<file path="src/rtl/clx_pkg.sv">
// Package for the C subset lexer: token kind codes, scan modes, keyword tracking codes
// and byte class functions. It depends on nothing else.
package clx_pkg;

    // Token kinds as they leave on the result channel.
    localparam logic [3:0] K_EOF       = 4'd0;
    localparam logic [3:0] K_LPAREN    = 4'd1;
    localparam logic [3:0] K_RPAREN    = 4'd2;
    localparam logic [3:0] K_LBRACE    = 4'd3;
    localparam logic [3:0] K_RBRACE    = 4'd4;
    localparam logic [3:0] K_SEMICOLON = 4'd5;
    localparam logic [3:0] K_EQ        = 4'd6;
    localparam logic [3:0] K_NUMBER    = 4'd7;
    localparam logic [3:0] K_KW_INT    = 4'd8;
    localparam logic [3:0] K_KW_RETURN = 4'd9;
    localparam logic [3:0] K_IDENT     = 4'd10;
    localparam logic [3:0] K_BAD       = 4'd11;
    localparam logic [3:0] K_OPEN      = 4'd12;

    // Keyword prefix tracking: how much of "int" or "return" has been seen.
    localparam logic [3:0] KW_NONE   = 4'd0;
    localparam logic [3:0] KW_I      = 4'd1;
    localparam logic [3:0] KW_IN     = 4'd2;
    localparam logic [3:0] KW_INT    = 4'd3;
    localparam logic [3:0] KW_R      = 4'd4;
    localparam logic [3:0] KW_RE     = 4'd5;
    localparam logic [3:0] KW_RET    = 4'd6;
    localparam logic [3:0] KW_RETU   = 4'd7;
    localparam logic [3:0] KW_RETUR  = 4'd8;
    localparam logic [3:0] KW_RETURN = 4'd9;

    // Largest literal value; larger literals saturate here.
    localparam logic [30:0] NUM_MAX = 31'h7FFF_FFFF;

    // Byte codes the scanner looks for.
    localparam logic [7:0] CH_NL     = 8'h0A;
    localparam logic [7:0] CH_SLASH  = "/";
    localparam logic [7:0] CH_STAR   = "*";
    localparam logic [7:0] CH_UNDER  = "_";
    localparam logic [7:0] CH_LPAREN = "(";
    localparam logic [7:0] CH_RPAREN = ")";
    localparam logic [7:0] CH_LBRACE = "{";
    localparam logic [7:0] CH_RBRACE = "}";
    localparam logic [7:0] CH_SEMI   = ";";
    localparam logic [7:0] CH_EQ     = "=";

    // Scanner modes, one-hot.
    typedef enum logic [7:0] {
        M_IDLE       = 8'b0000_0001,
        M_IDENT      = 8'b0000_0010,
        M_NUMBER     = 8'b0000_0100,
        M_SLASH      = 8'b0000_1000,
        M_LINE       = 8'b0001_0000,
        M_BLOCK      = 8'b0010_0000,
        M_BLOCK_STAR = 8'b0100_0000,
        M_HALT       = 8'b1000_0000
    } t_mode;

    function automatic logic is_space(input logic [7:0] c);
        return (c == " ") || (c >= 8'd9 && c <= 8'd13);
    endfunction

    function automatic logic is_digit(input logic [7:0] c);
        return (c >= "0") && (c <= "9");
    endfunction

    function automatic logic is_alpha(input logic [7:0] c);
        return ((c >= "a") && (c <= "z")) || ((c >= "A") && (c <= "Z"));
    endfunction

    function automatic logic is_word(input logic [7:0] c);
        return is_alpha(c) || is_digit(c) || (c == CH_UNDER);
    endfunction

    // True for the bytes that form a token on their own.
    function automatic logic is_single(input logic [7:0] c);
        return (c == CH_LPAREN) || (c == CH_RPAREN) || (c == CH_LBRACE) ||
               (c == CH_RBRACE) || (c == CH_SEMI) || (c == CH_EQ);
    endfunction

    function automatic logic [3:0] single_kind(input logic [7:0] c);
        logic [3:0] k;
        k = K_EQ;
        case (c)
            CH_LPAREN: k = K_LPAREN;
            CH_RPAREN: k = K_RPAREN;
            CH_LBRACE: k = K_LBRACE;
            CH_RBRACE: k = K_RBRACE;
            CH_SEMI:   k = K_SEMICOLON;
            default:   k = K_EQ;
        endcase
        return k;
    endfunction

    function automatic logic [3:0] kw_first(input logic [7:0] c);
        logic [3:0] t;
        t = KW_NONE;
        if (c == "i") t = KW_I;
        else if (c == "r") t = KW_R;
        return t;
    endfunction

    // Advance the keyword tracker by one identifier byte.
    function automatic logic [3:0] kw_next(input logic [3:0] t, input logic [7:0] c);
        logic [3:0] n;
        n = KW_NONE;
        case (t)
            KW_I:     n = (c == "n") ? KW_IN     : KW_NONE;
            KW_IN:    n = (c == "t") ? KW_INT    : KW_NONE;
            KW_R:     n = (c == "e") ? KW_RE     : KW_NONE;
            KW_RE:    n = (c == "t") ? KW_RET    : KW_NONE;
            KW_RET:   n = (c == "u") ? KW_RETU   : KW_NONE;
            KW_RETU:  n = (c == "r") ? KW_RETUR  : KW_NONE;
            KW_RETUR: n = (c == "n") ? KW_RETURN : KW_NONE;
            default:  n = KW_NONE;
        endcase
        return n;
    endfunction

endpackage

</file>
<file path="src/rtl/clx_ifs.sv">
// Valid/ready channel interfaces of the C subset lexer: source bytes in, tokens out.
// They depend on nothing else.
interface clx_byte_if;
    logic       valid;
    logic       ready;
    logic [7:0] ch;
    logic       end_of_text;

    modport source (output valid, output ch, output end_of_text, input ready);
    modport sink   (input valid, input ch, input end_of_text, output ready);
endinterface

interface clx_tok_if #(
    parameter int POS_BITS    = 16,
    parameter int OFFSET_BITS = 24
);
    logic                   valid;
    logic                   ready;
    logic [3:0]             kind;
    logic [POS_BITS-1:0]    tok_line;
    logic [POS_BITS-1:0]    tok_column;
    logic [OFFSET_BITS-1:0] tok_offset;
    logic [POS_BITS-1:0]    tok_length;
    logic [30:0]            number_value;
    logic                   number_overflow;
    logic [7:0]             bad_byte;
    logic                   last_of_run;

    modport source (
        output valid, output kind, output tok_line, output tok_column, output tok_offset,
        output tok_length, output number_value, output number_overflow, output bad_byte,
        output last_of_run, input ready
    );
    modport sink (
        input valid, input kind, input tok_line, input tok_column, input tok_offset,
        input tok_length, input number_value, input number_overflow, input bad_byte,
        input last_of_run, output ready
    );
endinterface

</file>
<file path="src/rtl/c_subset_lexer.sv">
// C subset lexer top level: input byte register, scanner core and token channel.
// Uses clx_pkg, the channel interfaces in clx_ifs and clx_core.
//
// Usage:
//   i_byte carries one source byte per word (ch) or an end-of-text mark
//   (end_of_text = 1, ch ignored). o_tok carries token words; a byte gives zero, one
//   or two words, and last_of_run marks the final word of a byte. End of text gives
//   any pending token or error, then EOF, and the lexer starts over at line 1.
//   A byte accepted into the input register is scanned from there, and its token words
//   are written into the token queue, from whose head they can be taken.
//   Throughput: one byte per cycle while the receiver keeps up. The scanner takes a
//   byte only while the four-word token queue has room for two words, so bytes that
//   give two tokens, or a stalled receiver, slow intake to the rate words leave.
//   A stalled receiver holds the head word steady; the input register and the queue
//   absorb the slack, then i_byte.ready drops. No byte or token is dropped.
//   Reset (i_rst_n low, synchronous) empties the queue and input register and puts
//   the scanner at line 1, column 0, offset 0.
module c_subset_lexer #(
    parameter int POS_BITS    = 16,
    parameter int OFFSET_BITS = 24
) (
    input  logic       i_clk,
    input  logic       i_rst_n,
    clx_byte_if.sink   i_byte,
    clx_tok_if.source  o_tok
);
    import clx_pkg::*;

    logic       r_in_valid;
    logic       n_in_valid;
    logic [7:0] r_ch;
    logic       r_eot;
    logic       w_take;
    logic       w_accept;

    // The input register frees up in the same cycle the scanner takes its byte.
    assign i_byte.ready = !r_in_valid || w_take;
    assign w_accept     = i_byte.valid && i_byte.ready;

    always_comb begin
        n_in_valid = r_in_valid;
        if (w_accept) n_in_valid = 1'b1;
        else if (w_take) n_in_valid = 1'b0;
    end

    always_ff @(posedge i_clk) begin
        if (!i_rst_n) begin
            r_in_valid <= 1'b0;
        end else begin
            r_in_valid <= n_in_valid;
        end
    end

    always_ff @(posedge i_clk) begin
        if (w_accept) begin
            r_ch  <= i_byte.ch;
            r_eot <= i_byte.end_of_text;
        end
    end

    clx_core #(
        .POS_BITS    (POS_BITS),
        .OFFSET_BITS (OFFSET_BITS)
    ) u_core (
        .i_clk       (i_clk),
        .i_rst_n     (i_rst_n),
        .i_valid     (r_in_valid),
        .i_ch        (r_ch),
        .i_eot       (r_eot),
        .i_out_ready (o_tok.ready),
        .o_take      (w_take),
        .o_valid     (o_tok.valid),
        .o_kind      (o_tok.kind),
        .o_line      (o_tok.tok_line),
        .o_column    (o_tok.tok_column),
        .o_offset    (o_tok.tok_offset),
        .o_length    (o_tok.tok_length),
        .o_value     (o_tok.number_value),
        .o_overflow  (o_tok.number_overflow),
        .o_bad       (o_tok.bad_byte),
        .o_last      (o_tok.last_of_run)
    );

`ifndef ASSERT_OFF
    // A byte waiting in the input register is kept until the scanner takes it.
    a_in_hold: assert property (@(posedge i_clk) disable iff (!i_rst_n)
        r_in_valid && !w_take |=> r_in_valid && $stable(r_ch) && $stable(r_eot))
        else $error("input byte lost before scan");

    // EOF is always the final word of its byte.
    a_eof_last: assert property (@(posedge i_clk) disable iff (!i_rst_n)
        o_tok.valid && (o_tok.kind == K_EOF) |-> o_tok.last_of_run)
        else $error("EOF word without end-of-run flag");

    // A bad byte token is one byte long and lines count from one.
    a_bad_len: assert property (@(posedge i_clk) disable iff (!i_rst_n)
        o_tok.valid && (o_tok.kind == K_BAD) |->
            (o_tok.tok_length == POS_BITS'(1)) && (o_tok.tok_line != '0))
        else $error("malformed bad_char token");
`endif

endmodule

</file>
<file path="src/rtl/clx_fifo.sv">
// Four-word token queue for the C subset lexer: takes up to two words per cycle in
// order and hands out one word per cycle from its head. It depends on nothing else.
module clx_fifo #(
    parameter int W = 8
) (
    input  logic         i_clk,
    input  logic         i_rst_n,
    input  logic [1:0]   i_push_cnt,
    input  logic [W-1:0] i_data0,
    input  logic [W-1:0] i_data1,
    input  logic         i_pop,
    output logic         o_valid,
    output logic [W-1:0] o_data,
    output logic         o_room2
);
    localparam int DEPTH = 4;
    localparam int AW    = $clog2(DEPTH);
    localparam int CW    = $clog2(DEPTH + 1);

    logic [W-1:0]  r_mem [DEPTH];
    logic [AW-1:0] r_wr;
    logic [AW-1:0] n_wr;
    logic [AW-1:0] r_rd;
    logic [AW-1:0] n_rd;
    logic [CW-1:0] r_count;
    logic [CW-1:0] n_count;
    logic          w_pop;

    assign o_valid = (r_count != '0);
    assign o_data  = r_mem[r_rd];
    assign o_room2 = (r_count <= CW'(DEPTH - 2));
    assign w_pop   = o_valid && i_pop;

    // Pointer and fill count update.
    always_comb begin
        n_wr    = r_wr + AW'(i_push_cnt);
        n_rd    = r_rd + AW'(w_pop);
        n_count = r_count + CW'(i_push_cnt) - CW'(w_pop);
    end

    always_ff @(posedge i_clk) begin
        if (!i_rst_n) begin
            r_wr    <= '0;
            r_rd    <= '0;
            r_count <= '0;
        end else begin
            r_wr    <= n_wr;
            r_rd    <= n_rd;
            r_count <= n_count;
        end
    end

    // Storage; the first word goes to the write pointer, the second right after it.
    always_ff @(posedge i_clk) begin
        if (i_push_cnt != 2'd0) begin
            r_mem[r_wr] <= i_data0;
        end
        if (i_push_cnt == 2'd2) begin
            r_mem[r_wr + AW'(1)] <= i_data1;
        end
    end

endmodule

</file>
<file path="src/rtl/clx_core.sv">
// Scanner of the C subset lexer: mode register, position counters, run accumulators and
// the token words of one byte, fed into the token queue. Uses clx_pkg and clx_fifo.
module clx_core #(
    parameter int POS_BITS    = 16,
    parameter int OFFSET_BITS = 24
) (
    input  logic                   i_clk,
    input  logic                   i_rst_n,
    input  logic                   i_valid,
    input  logic [7:0]             i_ch,
    input  logic                   i_eot,
    input  logic                   i_out_ready,
    output logic                   o_take,
    output logic                   o_valid,
    output logic [3:0]             o_kind,
    output logic [POS_BITS-1:0]    o_line,
    output logic [POS_BITS-1:0]    o_column,
    output logic [OFFSET_BITS-1:0] o_offset,
    output logic [POS_BITS-1:0]    o_length,
    output logic [30:0]            o_value,
    output logic                   o_overflow,
    output logic [7:0]             o_bad,
    output logic                   o_last
);
    import clx_pkg::*;

    typedef struct packed {
        logic [3:0]             kind;
        logic [POS_BITS-1:0]    line;
        logic [POS_BITS-1:0]    column;
        logic [OFFSET_BITS-1:0] offset;
        logic [POS_BITS-1:0]    length;
        logic [30:0]            value;
        logic                   overflow;
        logic [7:0]             bad;
        logic                   last;
    } t_tok;

    localparam logic [POS_BITS-1:0] POS_ONE = POS_BITS'(1);

    // Scan state.
    t_mode                  r_mode,   n_mode;
    logic [POS_BITS-1:0]    r_line,   n_line;
    logic [POS_BITS-1:0]    r_col,    n_col;
    logic [OFFSET_BITS-1:0] r_off,    n_off;
    logic [POS_BITS-1:0]    r_sline,  n_sline;
    logic [POS_BITS-1:0]    r_scol,   n_scol;
    logic [OFFSET_BITS-1:0] r_soff,   n_soff;
    logic [POS_BITS-1:0]    r_run,    n_run;
    logic [30:0]            r_acc,    n_acc;
    logic                   r_ovf,    n_ovf;
    logic [3:0]             r_kw,     n_kw;

    logic        w_room;
    logic        w_take;
    logic        w_do_idle;
    logic        w_va;
    logic        w_vb;
    t_tok        w_ta;
    t_tok        w_tb;
    t_tok        w_head;
    t_tok        w_flush;
    t_tok        w_slash;
    logic [34:0] w_acc10;
    logic [1:0]  w_push_cnt;
    t_tok        w_d0;

    assign w_take = i_valid && w_room;
    assign o_take = w_take;

    // Next literal value: acc * 10 + digit, wide enough to see the overflow.
    assign w_acc10 = ({4'b0, r_acc} << 3) + ({4'b0, r_acc} << 1) + {31'b0, i_ch[3:0]};

    // Pending identifier or number as a token word.
    always_comb begin
        w_flush        = '0;
        w_flush.line   = r_sline;
        w_flush.column = r_scol;
        w_flush.offset = r_soff;
        w_flush.length = r_run;
        if (r_mode == M_NUMBER) begin
            w_flush.kind     = K_NUMBER;
            w_flush.value    = r_acc;
            w_flush.overflow = r_ovf;
        end else if (r_kw == KW_INT) begin
            w_flush.kind = K_KW_INT;
        end else if (r_kw == KW_RETURN) begin
            w_flush.kind = K_KW_RETURN;
        end else begin
            w_flush.kind = K_IDENT;
        end
    end

    // A slash that opened no comment, reported at its own position.
    always_comb begin
        w_slash        = '0;
        w_slash.kind   = K_BAD;
        w_slash.line   = r_sline;
        w_slash.column = r_scol;
        w_slash.offset = r_soff;
        w_slash.length = POS_ONE;
        w_slash.bad    = CH_SLASH;
    end

    // Mode step, token words and position update for one taken byte.
    always_comb begin
        n_mode    = r_mode;
        n_line    = r_line;
        n_col     = r_col;
        n_off     = r_off;
        n_sline   = r_sline;
        n_scol    = r_scol;
        n_soff    = r_soff;
        n_run     = r_run;
        n_acc     = r_acc;
        n_ovf     = r_ovf;
        n_kw      = r_kw;
        w_va      = 1'b0;
        w_vb      = 1'b0;
        w_ta      = '0;
        w_tb      = '0;
        w_do_idle = 1'b0;

        if (w_take && i_eot) begin
            // End of text: pending token or error, then EOF; back to the reset state.
            unique case (r_mode)
                M_IDENT, M_NUMBER: begin
                    w_va = 1'b1;
                    w_ta = w_flush;
                end
                M_SLASH: begin
                    w_va = 1'b1;
                    w_ta = w_slash;
                end
                M_BLOCK, M_BLOCK_STAR: begin
                    w_va        = 1'b1;
                    w_ta        = w_slash;
                    w_ta.kind   = K_OPEN;
                    w_ta.length = '0;
                    w_ta.bad    = '0;
                end
                M_IDLE, M_LINE, M_HALT: begin
                    w_va = 1'b0;
                end
                default: begin
                    w_va = 1'b0;
                end
            endcase
            w_vb        = 1'b1;
            w_tb.kind   = K_EOF;
            w_tb.line   = r_line;
            w_tb.column = r_col;
            w_tb.offset = r_off;
            n_mode      = M_IDLE;
            n_line      = POS_ONE;
            n_col       = '0;
            n_off       = '0;
            n_sline     = POS_ONE;
            n_scol      = '0;
            n_soff      = '0;
            n_run       = '0;
            n_acc       = '0;
            n_ovf       = 1'b0;
            n_kw        = KW_NONE;
        end else if (w_take) begin
            unique case (r_mode)
                M_HALT: begin
                    n_mode = M_HALT;
                end
                M_LINE: begin
                    if (i_ch == CH_NL) n_mode = M_IDLE;
                end
                M_BLOCK: begin
                    if (i_ch == CH_STAR) n_mode = M_BLOCK_STAR;
                end
                M_BLOCK_STAR: begin
                    if (i_ch == CH_SLASH) n_mode = M_IDLE;
                    else if (i_ch != CH_STAR) n_mode = M_BLOCK;
                end
                M_SLASH: begin
                    if (i_ch == CH_SLASH) begin
                        n_mode = M_LINE;
                    end else if (i_ch == CH_STAR) begin
                        n_mode = M_BLOCK;
                    end else begin
                        w_va   = 1'b1;
                        w_ta   = w_slash;
                        n_mode = M_HALT;
                    end
                end
                M_IDENT: begin
                    if (is_word(i_ch)) begin
                        if (r_run != '1) n_run = r_run + POS_ONE;
                        n_kw = kw_next(r_kw, i_ch);
                    end else begin
                        w_va      = 1'b1;
                        w_ta      = w_flush;
                        w_do_idle = 1'b1;
                    end
                end
                M_NUMBER: begin
                    if (is_digit(i_ch)) begin
                        if (r_run != '1) n_run = r_run + POS_ONE;
                        if (w_acc10 > {4'b0, NUM_MAX}) begin
                            n_acc = NUM_MAX;
                            n_ovf = 1'b1;
                        end else begin
                            n_acc = w_acc10[30:0];
                        end
                    end else begin
                        w_va      = 1'b1;
                        w_ta      = w_flush;
                        w_do_idle = 1'b1;
                    end
                end
                M_IDLE: begin
                    w_do_idle = 1'b1;
                end
                default: begin
                    w_do_idle = 1'b1;
                end
            endcase

            // Scan the byte as the first byte of a new token; its word goes second.
            if (w_do_idle) begin
                n_mode      = M_IDLE;
                w_tb.line   = r_line;
                w_tb.column = r_col;
                w_tb.offset = r_off;
                w_tb.length = POS_ONE;
                if (is_space(i_ch)) begin
                    w_vb = 1'b0;
                end else if (is_single(i_ch)) begin
                    w_vb      = 1'b1;
                    w_tb.kind = single_kind(i_ch);
                end else if (is_digit(i_ch)) begin
                    n_mode  = M_NUMBER;
                    n_sline = r_line;
                    n_scol  = r_col;
                    n_soff  = r_off;
                    n_run   = POS_ONE;
                    n_acc   = {27'b0, i_ch[3:0]};
                    n_ovf   = 1'b0;
                end else if (is_alpha(i_ch) || (i_ch == CH_UNDER)) begin
                    n_mode  = M_IDENT;
                    n_sline = r_line;
                    n_scol  = r_col;
                    n_soff  = r_off;
                    n_run   = POS_ONE;
                    n_kw    = kw_first(i_ch);
                end else if (i_ch == CH_SLASH) begin
                    n_mode  = M_SLASH;
                    n_sline = r_line;
                    n_scol  = r_col;
                    n_soff  = r_off;
                end else begin
                    w_vb      = 1'b1;
                    w_tb.kind = K_BAD;
                    w_tb.bad  = i_ch;
                    n_mode    = M_HALT;
                end
            end

            // Every byte moves the position, saturating.
            if (i_ch == CH_NL) begin
                if (r_line != '1) n_line = r_line + POS_ONE;
                n_col = '0;
            end else if (r_col != '1) begin
                n_col = r_col + POS_ONE;
            end
            if (r_off != '1) n_off = r_off + OFFSET_BITS'(1);
        end

        // Only the last word of a byte carries the end-of-run flag.
        w_ta.last = !w_vb;
        w_tb.last = 1'b1;
    end

    always_ff @(posedge i_clk) begin
        if (!i_rst_n) begin
            r_mode  <= M_IDLE;
            r_line  <= POS_ONE;
            r_col   <= '0;
            r_off   <= '0;
            r_sline <= POS_ONE;
            r_scol  <= '0;
            r_soff  <= '0;
            r_run   <= '0;
            r_acc   <= '0;
            r_ovf   <= 1'b0;
            r_kw    <= KW_NONE;
        end else begin
            r_mode  <= n_mode;
            r_line  <= n_line;
            r_col   <= n_col;
            r_off   <= n_off;
            r_sline <= n_sline;
            r_scol  <= n_scol;
            r_soff  <= n_soff;
            r_run   <= n_run;
            r_acc   <= n_acc;
            r_ovf   <= n_ovf;
            r_kw    <= n_kw;
        end
    end

    // Pack the words in order so the queue sees no gap.
    assign w_push_cnt = {1'b0, w_va} + {1'b0, w_vb};
    assign w_d0       = w_va ? w_ta : w_tb;

    clx_fifo #(
        .W($bits(t_tok))
    ) u_fifo (
        .i_clk      (i_clk),
        .i_rst_n    (i_rst_n),
        .i_push_cnt (w_push_cnt),
        .i_data0    (w_d0),
        .i_data1    (w_tb),
        .i_pop      (i_out_ready),
        .o_valid    (o_valid),
        .o_data     (w_head),
        .o_room2    (w_room)
    );

    assign o_kind     = w_head.kind;
    assign o_line     = w_head.line;
    assign o_column   = w_head.column;
    assign o_offset   = w_head.offset;
    assign o_length   = w_head.length;
    assign o_value    = w_head.value;
    assign o_overflow = w_head.overflow;
    assign o_bad      = w_head.bad;
    assign o_last     = w_head.last;

endmodule
</file>
<file path="src/flat_wrapper.sv">
// flat-port wrapper written by rule: the top's interface ports become plain ports
module c_subset_lexer_flat import clx_pkg::*;
#(
    parameter int POS_BITS    = 16,
    parameter int OFFSET_BITS = 24
)
  (i_clk, i_rst_n, i_byte_valid, i_byte_ch, i_byte_end_of_text, i_byte_ready, o_tok_valid, o_tok_kind, o_tok_tok_line, o_tok_tok_column, o_tok_tok_offset, o_tok_tok_length, o_tok_number_value, o_tok_number_overflow, o_tok_bad_byte, o_tok_last_of_run, o_tok_ready);
  clx_byte_if i_byte_i ();
  clx_tok_if #(.POS_BITS(POS_BITS), .OFFSET_BITS(OFFSET_BITS)) o_tok_i ();
  input  logic i_clk;
  input  logic i_rst_n;
  input wire logic [$bits(i_byte_i.valid)-1:0] i_byte_valid;
  input wire logic [$bits(i_byte_i.ch)-1:0] i_byte_ch;
  input wire logic [$bits(i_byte_i.end_of_text)-1:0] i_byte_end_of_text;
  output wire logic [$bits(i_byte_i.ready)-1:0] i_byte_ready;
  output wire logic [$bits(o_tok_i.valid)-1:0] o_tok_valid;
  output wire logic [$bits(o_tok_i.kind)-1:0] o_tok_kind;
  output wire logic [$bits(o_tok_i.tok_line)-1:0] o_tok_tok_line;
  output wire logic [$bits(o_tok_i.tok_column)-1:0] o_tok_tok_column;
  output wire logic [$bits(o_tok_i.tok_offset)-1:0] o_tok_tok_offset;
  output wire logic [$bits(o_tok_i.tok_length)-1:0] o_tok_tok_length;
  output wire logic [$bits(o_tok_i.number_value)-1:0] o_tok_number_value;
  output wire logic [$bits(o_tok_i.number_overflow)-1:0] o_tok_number_overflow;
  output wire logic [$bits(o_tok_i.bad_byte)-1:0] o_tok_bad_byte;
  output wire logic [$bits(o_tok_i.last_of_run)-1:0] o_tok_last_of_run;
  input wire logic [$bits(o_tok_i.ready)-1:0] o_tok_ready;
  assign i_byte_i.valid = i_byte_valid;
  assign i_byte_i.ch = i_byte_ch;
  assign i_byte_i.end_of_text = i_byte_end_of_text;
  assign i_byte_ready = i_byte_i.ready;
  assign o_tok_valid = o_tok_i.valid;
  assign o_tok_kind = o_tok_i.kind;
  assign o_tok_tok_line = o_tok_i.tok_line;
  assign o_tok_tok_column = o_tok_i.tok_column;
  assign o_tok_tok_offset = o_tok_i.tok_offset;
  assign o_tok_tok_length = o_tok_i.tok_length;
  assign o_tok_number_value = o_tok_i.number_value;
  assign o_tok_number_overflow = o_tok_i.number_overflow;
  assign o_tok_bad_byte = o_tok_i.bad_byte;
  assign o_tok_last_of_run = o_tok_i.last_of_run;
  assign o_tok_i.ready = o_tok_ready;
  c_subset_lexer #(.POS_BITS(POS_BITS), .OFFSET_BITS(OFFSET_BITS)) u_core (.i_clk(i_clk), .i_rst_n(i_rst_n), .i_byte(i_byte_i), .o_tok(o_tok_i));
endmodule
</file>
<file path="config.mk">
export PLATFORM = sky130hd
export DESIGN_NAME = c_subset_lexer_flat
export DESIGN_NICKNAME = d
export VERILOG_FILES = /design/src/rtl/clx_pkg.sv /design/src/rtl/clx_ifs.sv /design/src/rtl/c_subset_lexer.sv /design/src/rtl/clx_fifo.sv /design/src/rtl/clx_core.sv /design/src/flat_wrapper.sv
export SDC_FILE = /design/constraint.sdc
export NUM_CORES = 1
export LEC_CHECK = 0
export CAP_MARGIN = 20
export CORE_ASPECT_RATIO = 1.75
export CORE_MARGIN = 3
export CORE_UTILIZATION = 58
export DETAILED_ROUTE_END_ITERATION = 6
export DONT_BUFFER_PORTS = 1
export MAX_ROUTING_LAYER = met4
export PLACE_DENSITY = 0.83
export SYNTH_ARGS = -nofsm -noshare
export SYNTH_HDL_FRONTEND = slang
export SYNTH_SLANG_ARGS = --single-unit
</file>
<file path="constraint.sdc">
create_clock -name i_clk -period 5.15 [get_ports i_clk]
set_input_delay 0.7725 -clock i_clk [delete_from_list [all_inputs] [get_ports i_clk]]
set_output_delay 0.7725 -clock i_clk [all_outputs]
set_load 0.1 [all_outputs]
</file>
[After elaboration in Yosys (flattened, before gate mapping)]
Memory sizes are Yosys's and may differ from the RTL's. A register that Yosys moved wholly into a read port is not among the register bits.
Index checks and enable logic that the tools add are counted.
Operators by class
  add/sub/neg operators: 12
  order comparisons: 10
  eq/ne operators: 42
  multiplexer cells: 121
  bitwise operators: 3
  reduce and logical (&&, ||, !) cells: 37
Operator list (number)
  $mux W117: 7
  $pmux W117 S3: 2
  $mux W16: 17
  $mux W31: 7
  $mux W8: 20
  $mux W76: 2
  $eq A8 B7 Y1 const B: 10
  $mux W24: 3
  $eq A8 B6 Y1 const B: 8
  $mux W4: 15
  $mux W60: 1
  $add A16 B1 Y16 const B: 3
  $ne A16 B16 Y1 const B: 3
  $pmux W8 S5: 1
  $add A34 B32 Y35: 1
  $add A35 B4 Y35: 1
  $gt A35 B31 Y1 const B: 1
  $mux W32: 1
  $pmux W16 S2: 1
  $mux W1: 30
  $pmux W4 S7: 1
  $add A24 B1 Y24 const B: 1
  $ne A24 B24 Y1 const B: 1
  $eq A4 B3 Y1 const B: 4
  41 further kinds: 84
Word-level totals
  bits in registers: 189
  bits in writable memories: 468
  output and inout port bits: 119
  memories kept: 1
Memories
  u_core.u_core.u_fifo.r_mem: words 4, width 117, rd ports 1, clocked after memory_dff 1, write ports 2, RTL line clx_fifo.sv:20  | logic [W-1:0] r_mem [DEPTH];

[Longest topological paths before layout]
Gate-level depths: netlist (run 1).
  word-level depth: 16
  mapped depth: 20
  depth with buffers taken out: 17

[Modules after synthesis]
From an unflattened synthesis (run 1), not the netlist that was laid out.
Unflattened totals
  cell total of the unflattened synthesis: 2726
  area total of the unflattened synthesis: 35893.2 um^2
By module, submodules not included
  clx_fifo: instances 1, cells each 1179, area an instance 23075.9 um^2
  clx_core: instances 1, cells each 1533, area an instance 12489.5 um^2
  c_subset_lexer: instances 1, cells each 14, area an instance 327.8 um^2

[Worst setup path after synthesis (run 1)]
Ideal clock, no wire load.
  path kind: register to register
  from: register u_core.r_ch[2]
  to: memory u_core.u_core.u_fifo.r_mem[2][100] (netlist bit), enable pin
  library setup time: 423 ps
  arrival: 4704 ps
  required time: 4727 ps
  path slack: 23 ps
  cell stages (with the launch flop): 17
  buffers on the path: 4
  path through: edfxtp_1 -> clkbuf_1 -> or3_4 -> o311a_1 -> a311o_1 -> o31a_1 -> buf_6 -> nor2_1 -> nor2_1 -> nor2_1 -> inv_1 -> ha_1 -> clkbuf_1 -> nor3_1 -> nor2_1 -> clkbuf_1 -> inv_1
RTL lines
  start, declared: RTL line c_subset_lexer.sv:31  | logic [7:0] r_ch;
  start signal, assigned: RTL line c_subset_lexer.sv:56  | r_ch <= i_byte.ch;
  end, declared: RTL line clx_fifo.sv:20

==> summary.txt, run 1 <==
Power and ir drop
  • PwrDens: just over 400 mW/mm^2
  • VDD IR max: 0.000349 V
  • Leak: 11.8 nW

Global routing
  • Total gr overflow: 0
  • Tot GR Track Use: 0.310
  • Initial antenna violation count: 8
  • Vias in the first global route: roughly 24000
  • Largest net degree at the start of global routing: between 90 and 100
  • First-pass GRT wire length: 135000 um

STA
  • Final setup viols: 0
  • Final Hold Vio Count: 0
  • Final period util: 0.925
  • Clock skew: ~0.026 ns
  • Worst slew pin tran: between 1 and 1.5 ns
  • Relative slew slack: 0.257
  • Unrepaired setup endpoints after global routing: false
  • Total Neg Setup Slack: 0 ns
  • Fmax: roughly 210 MHz
  • Setup ws final: a little under 0.4 ns
  • Final min period: ~4.8 ns
  • Pins Over Slew Limit: 0

Worst setup path
  • Setup CP Type: reg2reg
  • Crit-path max FO: 29
  • Crit. End Element: register
  • Setup crit start kind: register
  • Worst Path Required: around 5.6 ns
  • CP arrival: about 5.2 ns

Final layout
  • Fraction of layout cells with a size suffix above 1: 0.120
  • Layout Nets: between 2000 and 3000
  • Area Overhead vs Synth: 8.15%
  • Multi-input gate area: ~0.014 mm^2
  • Fin util: 0.634
  • Design area: 0.0338 mm^2
  • FF+latch area: 0.0160 mm^2
  • Fill cells: slightly below 4000

Clocking
  • Hold buffers post-CTS: 0
  • CTS root buf: clkbuf_16
  • Clock sink count: about 660
  • Clk Latency, worst-skew pair: ~0.62 ns
  • Num CTS Buffers: 56
  • CTS resizes: 0
  • Setup Buffers After CTS: 0
  • H-tree depth: 2
  • CTS tree: yes
  • Clock buffer depth: 3
  • Clk slew on worst S/H paths: ~0.070 ns

Place
  • Final Wtd Congestion: about 0.95
  • Placed inst area: 0.0318 mm^2
  • # port buffers: 0
  • Pre-CTS setup slack: 0.502 ns
  • Hpwl dp: 57800 um

Synthesis
  • Sequential element share of the synthesized area: 0.512
  • Ys async rst share: 0
  • FF+latch count, synth: 657
  • Yosys cell types: 85
  • Syn Nets: ~2900
  • Most frequent cell after synthesis: a22o_1
  • Yosys warning count: 0
  • Post-synth EDFFs: 285
  • Synthesized cell area: 0.0313 mm^2
  • Top cells by count, synth: a22o_1, dfxtp_1, edfxtp_1
  • Avg Cell Area, Syn: between 10 and 15 um^2
  • Post-synth top area cell: edfxtp_1
  • Cell count after synthesis: between 2000 and 3000
  • Synth top area share: 0.274
  • Ranking of synthesized cells by area: edfxtp_1, dfxtp_1, a22o_1, mux4_2, ha_1
  • Most used DFF post-synth: dfxtp_1

Floorplan
  • Row count: ~110
  • Die width: roughly 180 um
  • Initial core utilization: 0.586
  • Core box area: 0.0534 mm^2
  • I/O Pins: about 130
  • Die area: 0.0569 mm^2
  • Die Y: 313 um

Detailed routing
  • ANT nets after route: 0
  • WL final: slightly below 90000 um
  • Starting DRT DRC Count: 2012
  • Vias: ~23000
  • Vias per Instance: 6.88
  • DR DRC count: 0
  • Wire length per cell: about 26 um
  • Initial DRT Pass Iterations: 5

Flow run
  • Max_cap viols: 0

Hold path
  • Hold Crit Class: in2reg

Run status
  • Outcome: completed
-- through the flow --
stage,std cells,power (mW),hold slack [ns]
2_1_floorplan,2780,8.75,0.420
3_3_place_gp,3266,9.31,0.428
3_5_place_dp,3266,9.34,0.443
4_1_cts,3372,13.8,0.243
5_1_grt,3380,14.2,0.241
6_report,3382,13.8,0.262
-- power breakdown --
group	switching [mW]	leakage, nW	internal, mW
sequential	0.199	5.59	5.58
combinational	2.75	5.21	0.678
clock	1.95	0.984	2.64
-- layout by cell type, fill, tap and decap left out, types with 32 or more instances in the layout --
master     Yosys  final
edfxtp_1     285    285
mux4_2       117    117
ha_1          73     73
a21o_1        35     35
inv_1         44     41
dfxtp_1      372    370
nor2_1       186    172
nand3_1       48     47
a21oi_1      148    148
a22o_1       399    399
xnor2_1       48     48
clkbuf_16      0     60
xor2_1        34     34
o21ai_0       91     91
nand2_1      234    232
buf_4          5     52
nand4_1       32     32
-- final cells by class --
| cell class | instances | share of cell area |
|---|---|---|
| Antenna cell | 8 | 0.000592 |
| Inverter | 45 | 0.00499 |
| Clock buffer | 79 | 0.0485 |
| Multi-Input combinational cell | 1816 | 0.417 |
| Tap cell | 684 | 0.0253 |
| Clock inverter | 27 | 0.0106 |
| Timing Repair Buffer | 66 | 0.0196 |
| Sequential cell | 657 | 0.473 |
-- layer usage --
| metal | GRT usage | share of wire | vias up | wire length (um) |
|---|---|---|---|---|
| met4 | 0.153 | 0.050 | 0 | 4410 |
| met2 | 0.565 | 0.55 | 1035 | 48000 |
| met3 | 0.0520 | 0.070 | 272 | 6170 |
| met5 | - | 0 | - | 0 |
| li1 | - | - | 10392 | - |
| met1 | 0.320 | 0.33 | 11556 | 29500 |
-- cell families (layout without fill, tap and decap cells) --
| logic type | Yosys count | in the layout | share of synthesized area |
|---|---|---|---|
| AO/OA/AOI/OAI | 850 | 850 | 0.203 |
| AND/OR/NAND/NOR | 681 | 681 | 0.103 |
| flip-flops | 657 | 657 | 0.512 |
| buffers and inverters | 307 | 217 | 0.0405 |
| multiplexers | 127 | 127 | 0.0875 |
| XOR/XNOR | 82 | 82 | 0.0230 |
| adder cells (fa/ha/maj) | 76 | 76 | 0.0311 |
| other | 0 | 8 | 0 |
-- worst paths after layout --
path / startpoint / to / slack [ns] / depth (start not counted)
setup / recovery: u_core.r_ch[4] / u_core.u_core.u_fifo.r_mem[2][71] / 0.39 / 14
hold / removal: i_byte_ch[6] / u_core.r_ch[6] / 0.26 / 0
setup reg to reg: u_core.r_ch[4] / u_core.u_core.u_fifo.r_mem[2][71] / 0.39 / 14
hold reg to reg: u_core.u_core.u_fifo.r_mem[2][23] / u_core.u_core.u_fifo.r_mem[2][23] / 0.45 / 2
-- critical path, cell delays in order (launching register included) --
cell	delay, ns
edfxtp_1	0.54
or3_4	0.45
o311a_1	0.37
a311o_1	0.45
o31a_1	0.15
nor2_1	0.11
nor2_1	0.06
nor2_1	0.23
inv_1	0.07
ha_1	0.31
nor3_1	0.30
a21oi_2	0.20
nor2_4	0.80
buf_4	0.39
a22o_1	0.18
-- registers in the layout, summed over array words and instances, names as in the netlist, 3 cells and up, named ones only --
register                      count
u_core.u_core.u_fifo.r_count      3
u_core.u_core.r_soff             24
u_core.u_core.r_off              24
u_core.u_core.r_run              16
u_core.u_core.r_scol             16
u_core.u_core.r_line             16
u_core.u_core.r_sline            16
u_core.r_ch                       8
u_core.u_core.r_mode              8
u_core.u_core.u_fifo.r_mem      468
u_core.u_core.r_col              16
u_core.u_core.r_acc              27
u_core.u_core.r_kw                4
Power figures use the tool's default switching activity.
==> run 2, diff against run 1 <==
--- a/config.mk
+++ b/config.mk
@@ -13,6 +13,7 @@
 export DONT_BUFFER_PORTS = 1
 export MAX_ROUTING_LAYER = met4
 export PLACE_DENSITY = 0.83
+export REMOVE_ABC_BUFFERS = 1
 export SYNTH_ARGS = -nofsm -noshare
 export SYNTH_HDL_FRONTEND = slang
 export SYNTH_SLANG_ARGS = --single-unit
==> summary.txt, run 2 (synthesized netlist as in run 1, its figures left out) <==
Final layout
  • Regs by FF count: u_core.u_core.u_fifo.r_mem: 468 flops, u_core.u_core.r_acc: 27 flops
  • Most frequent cells in the layout: a22o_1, dfxtp_1, edfxtp_1
  • Fill cells: between 3000 and 4000
  • Design area: between 0.03 and 0.04 mm^2
  • Number of flip-flops in the largest register: approximately 470
  • Top reg by flops: u_core.u_core.u_fifo.r_mem
  • Area Overhead vs Synth: 8.39%
  • Layout Nets: approximately 2700
  • Most common cell after layout, fill and taps aside: a22o_1
  • Fraction of layout cells with a size suffix above 1: 0.124

Detailed routing
  • DR DRC count: 0
  • Wire length per cell: around 26 um
  • Vias per Instance: between 6 and 7
  • Vias: approximately 24000
  • Starting DRT DRC Count: roughly 2100
  • Initial DRT Pass Iterations: 7
  • WL final: around 90000 um
  • ANT nets after route: 0

Worst setup path
  • CP max-delay cell: or4b_1
  • Setup CP Type: reg2reg
  • Setup crit start kind: register
  • Crit-path max FO: 14
  • CP arrival: 5.07 ns
  • CP most frequent cell: nand2_1
  • Max stage delay on crit path: approximately 0.62 ns
  • Crit. End Element: register
  • Worst-path cell chain: or4b_1 > or3_1 > nand3_1 > nand2_1 > a22oi_4 > inv_1 > ha_1 > nand2_1 > nor2_1 > a21oi_2 > nor2_4 > buf_4 > a22o_1
  • Worst Path Required: between 5 and 6 ns

Power and ir drop
  • Leak: 11.8 nW
  • VDD IR max: 0.000353 V
  • Power, Total: roughly 14 mW
  • PwrDens: 401 mW/mm^2

Clocking
  • CTS tree: yes
  • Clock sink count: about 660
  • Setup Buffers After CTS: 0
  • Clk Latency, worst-skew pair: about 0.65 ns
  • Clock buffer depth: 3
  • Clk slew on worst S/H paths: approximately 0.070 ns
  • Hold buffers post-CTS: 0
  • Num CTS Buffers: 57
  • H-tree depth: 2
  • CTS resizes: 0
  • CTS root buf: clkbuf_16

Global routing
  • Largest net degree at the start of global routing: 97
  • Vias in the first global route: around 24000
  • First-pass GRT wire length: 136000 um
  • Total gr overflow: 0
  • Initial antenna violation count: 5
  • Tot GR Track Use: 0.311

Floorplan
  • Core box area: between 0.05 and 0.06 mm^2
  • I/O Pins: roughly 130
  • Row count: around 110
  • Die Y: about 310 um
  • Initial core utilization: 0.586
  • Die width: ~180 um
  • Die area: 0.0569 mm^2

Hold path
  • Hold Crit Class: in2reg

STA
  • Fin Hold WS: 0.220 ns
  • Fmax: around 210 MHz
  • Final period util: 0.907
  • Unrepaired setup endpoints after global routing: false
  • Worst slew pin tran: about 1.1 ns
  • Final Hold Vio Count: 0
  • Relative slew slack: 0.290
  • Pins Over Slew Limit: 0
  • Final min period: approximately 4.7 ns
  • Final setup viols: 0
  • Clock skew: 0.0551 ns

Place
  • # port buffers: 0
  • Final Wtd Congestion: about 1
  • Hpwl dp: 58000 um
  • Placed inst area: roughly 0.032 mm^2

Run status
  • Outcome: completed

Flow run
  • Max_cap viols: 0
==> run 2: cell types whose count changed in the layout (fill, tap and decap cells not counted), moves of 2 or more <==
cell | before | now
buf_12 | 12 | 20
clkinv_2 | 7 | 15
clkbuf_8 | 7 | 14
bufinv_16 | 8 | 2
inv_2 | 4 | 0
inv_6 | 4 | 1
buf_4 | 52 | 54
==> run 2: cell type report <==
type                    instances  area (um^2)  area share
diodes                          8         20.0    0.000590
flip-flops and latches        657        16000       0.472
well taps                     684          856      0.0252
multi-input cells            1816        14100       0.416
clock inverters                20          203     0.00598
repair buffers                 74          806      0.0238
inverters                      45          174     0.00513
clock buffers                  87         1720      0.0508
==> run 2: worst max-delay path, delay by kind of cell, from the launching register on <==
| kind | cells | cell delay, ns |
|---|---|---|
| DFF | 1 | 0.52 |
| adders and majority gates | 1 | 0.36 |
| buffers and inverters | 2 | 0.51 |
| AOI/OAI and AO/OA | 3 | 1.05 |
| and+or+nand+nor | 7 | 1.97 |
==> run 2: report_power, final <==
| group | internal, mW | switching [mW] |
|---|---|---|
| registers | 5.58 | 0.202 |
| clock network | 2.42 | 1.95 |
| logic | 0.691 | 2.74 |
| total | 8.69 | 4.89 |
==> run 2: metrics by stage <==
step	setup slack, ns	std cells	TNS [ns]	utilization
after floorplan	-1.33	2518	-415.66	-
after global placement	0.690	3276	0	0.599
after detailed placement	0.558	3276	0	0.599
after CTS	0.523	3383	0	0.635
after global routing	0.191	3388	0	0.635
final	0.480	3391	0	0.635
==> run 2: final timing paths <==
check                                     from                                end  slack [ns]  depth (start not counted)
min                               i_byte_ch[1]                     u_core.r_ch[1]        0.22                          0
max reg2reg                     u_core.r_ch[6]  u_core.u_core.u_fifo.r_mem[2][65]        0.48                         13
max                             u_core.r_ch[6]  u_core.u_core.u_fifo.r_mem[2][65]        0.48                         13
min reg2reg  u_core.u_core.u_fifo.r_mem[3][23]  u_core.u_core.u_fifo.r_mem[3][23]        0.45                          2
==> run 2: routing by layer <==
layer | vias to the layer above | wire length (um) | GRT usage
li1 | 10407 | - | -
met1 | 11708 | 30600 | 0.337
met2 | 1140 | 46700 | 0.548
met3 | 288 | 6390 | 0.0540
met4 | 0 | 4420 | 0.153
met5 | - | 0 | -
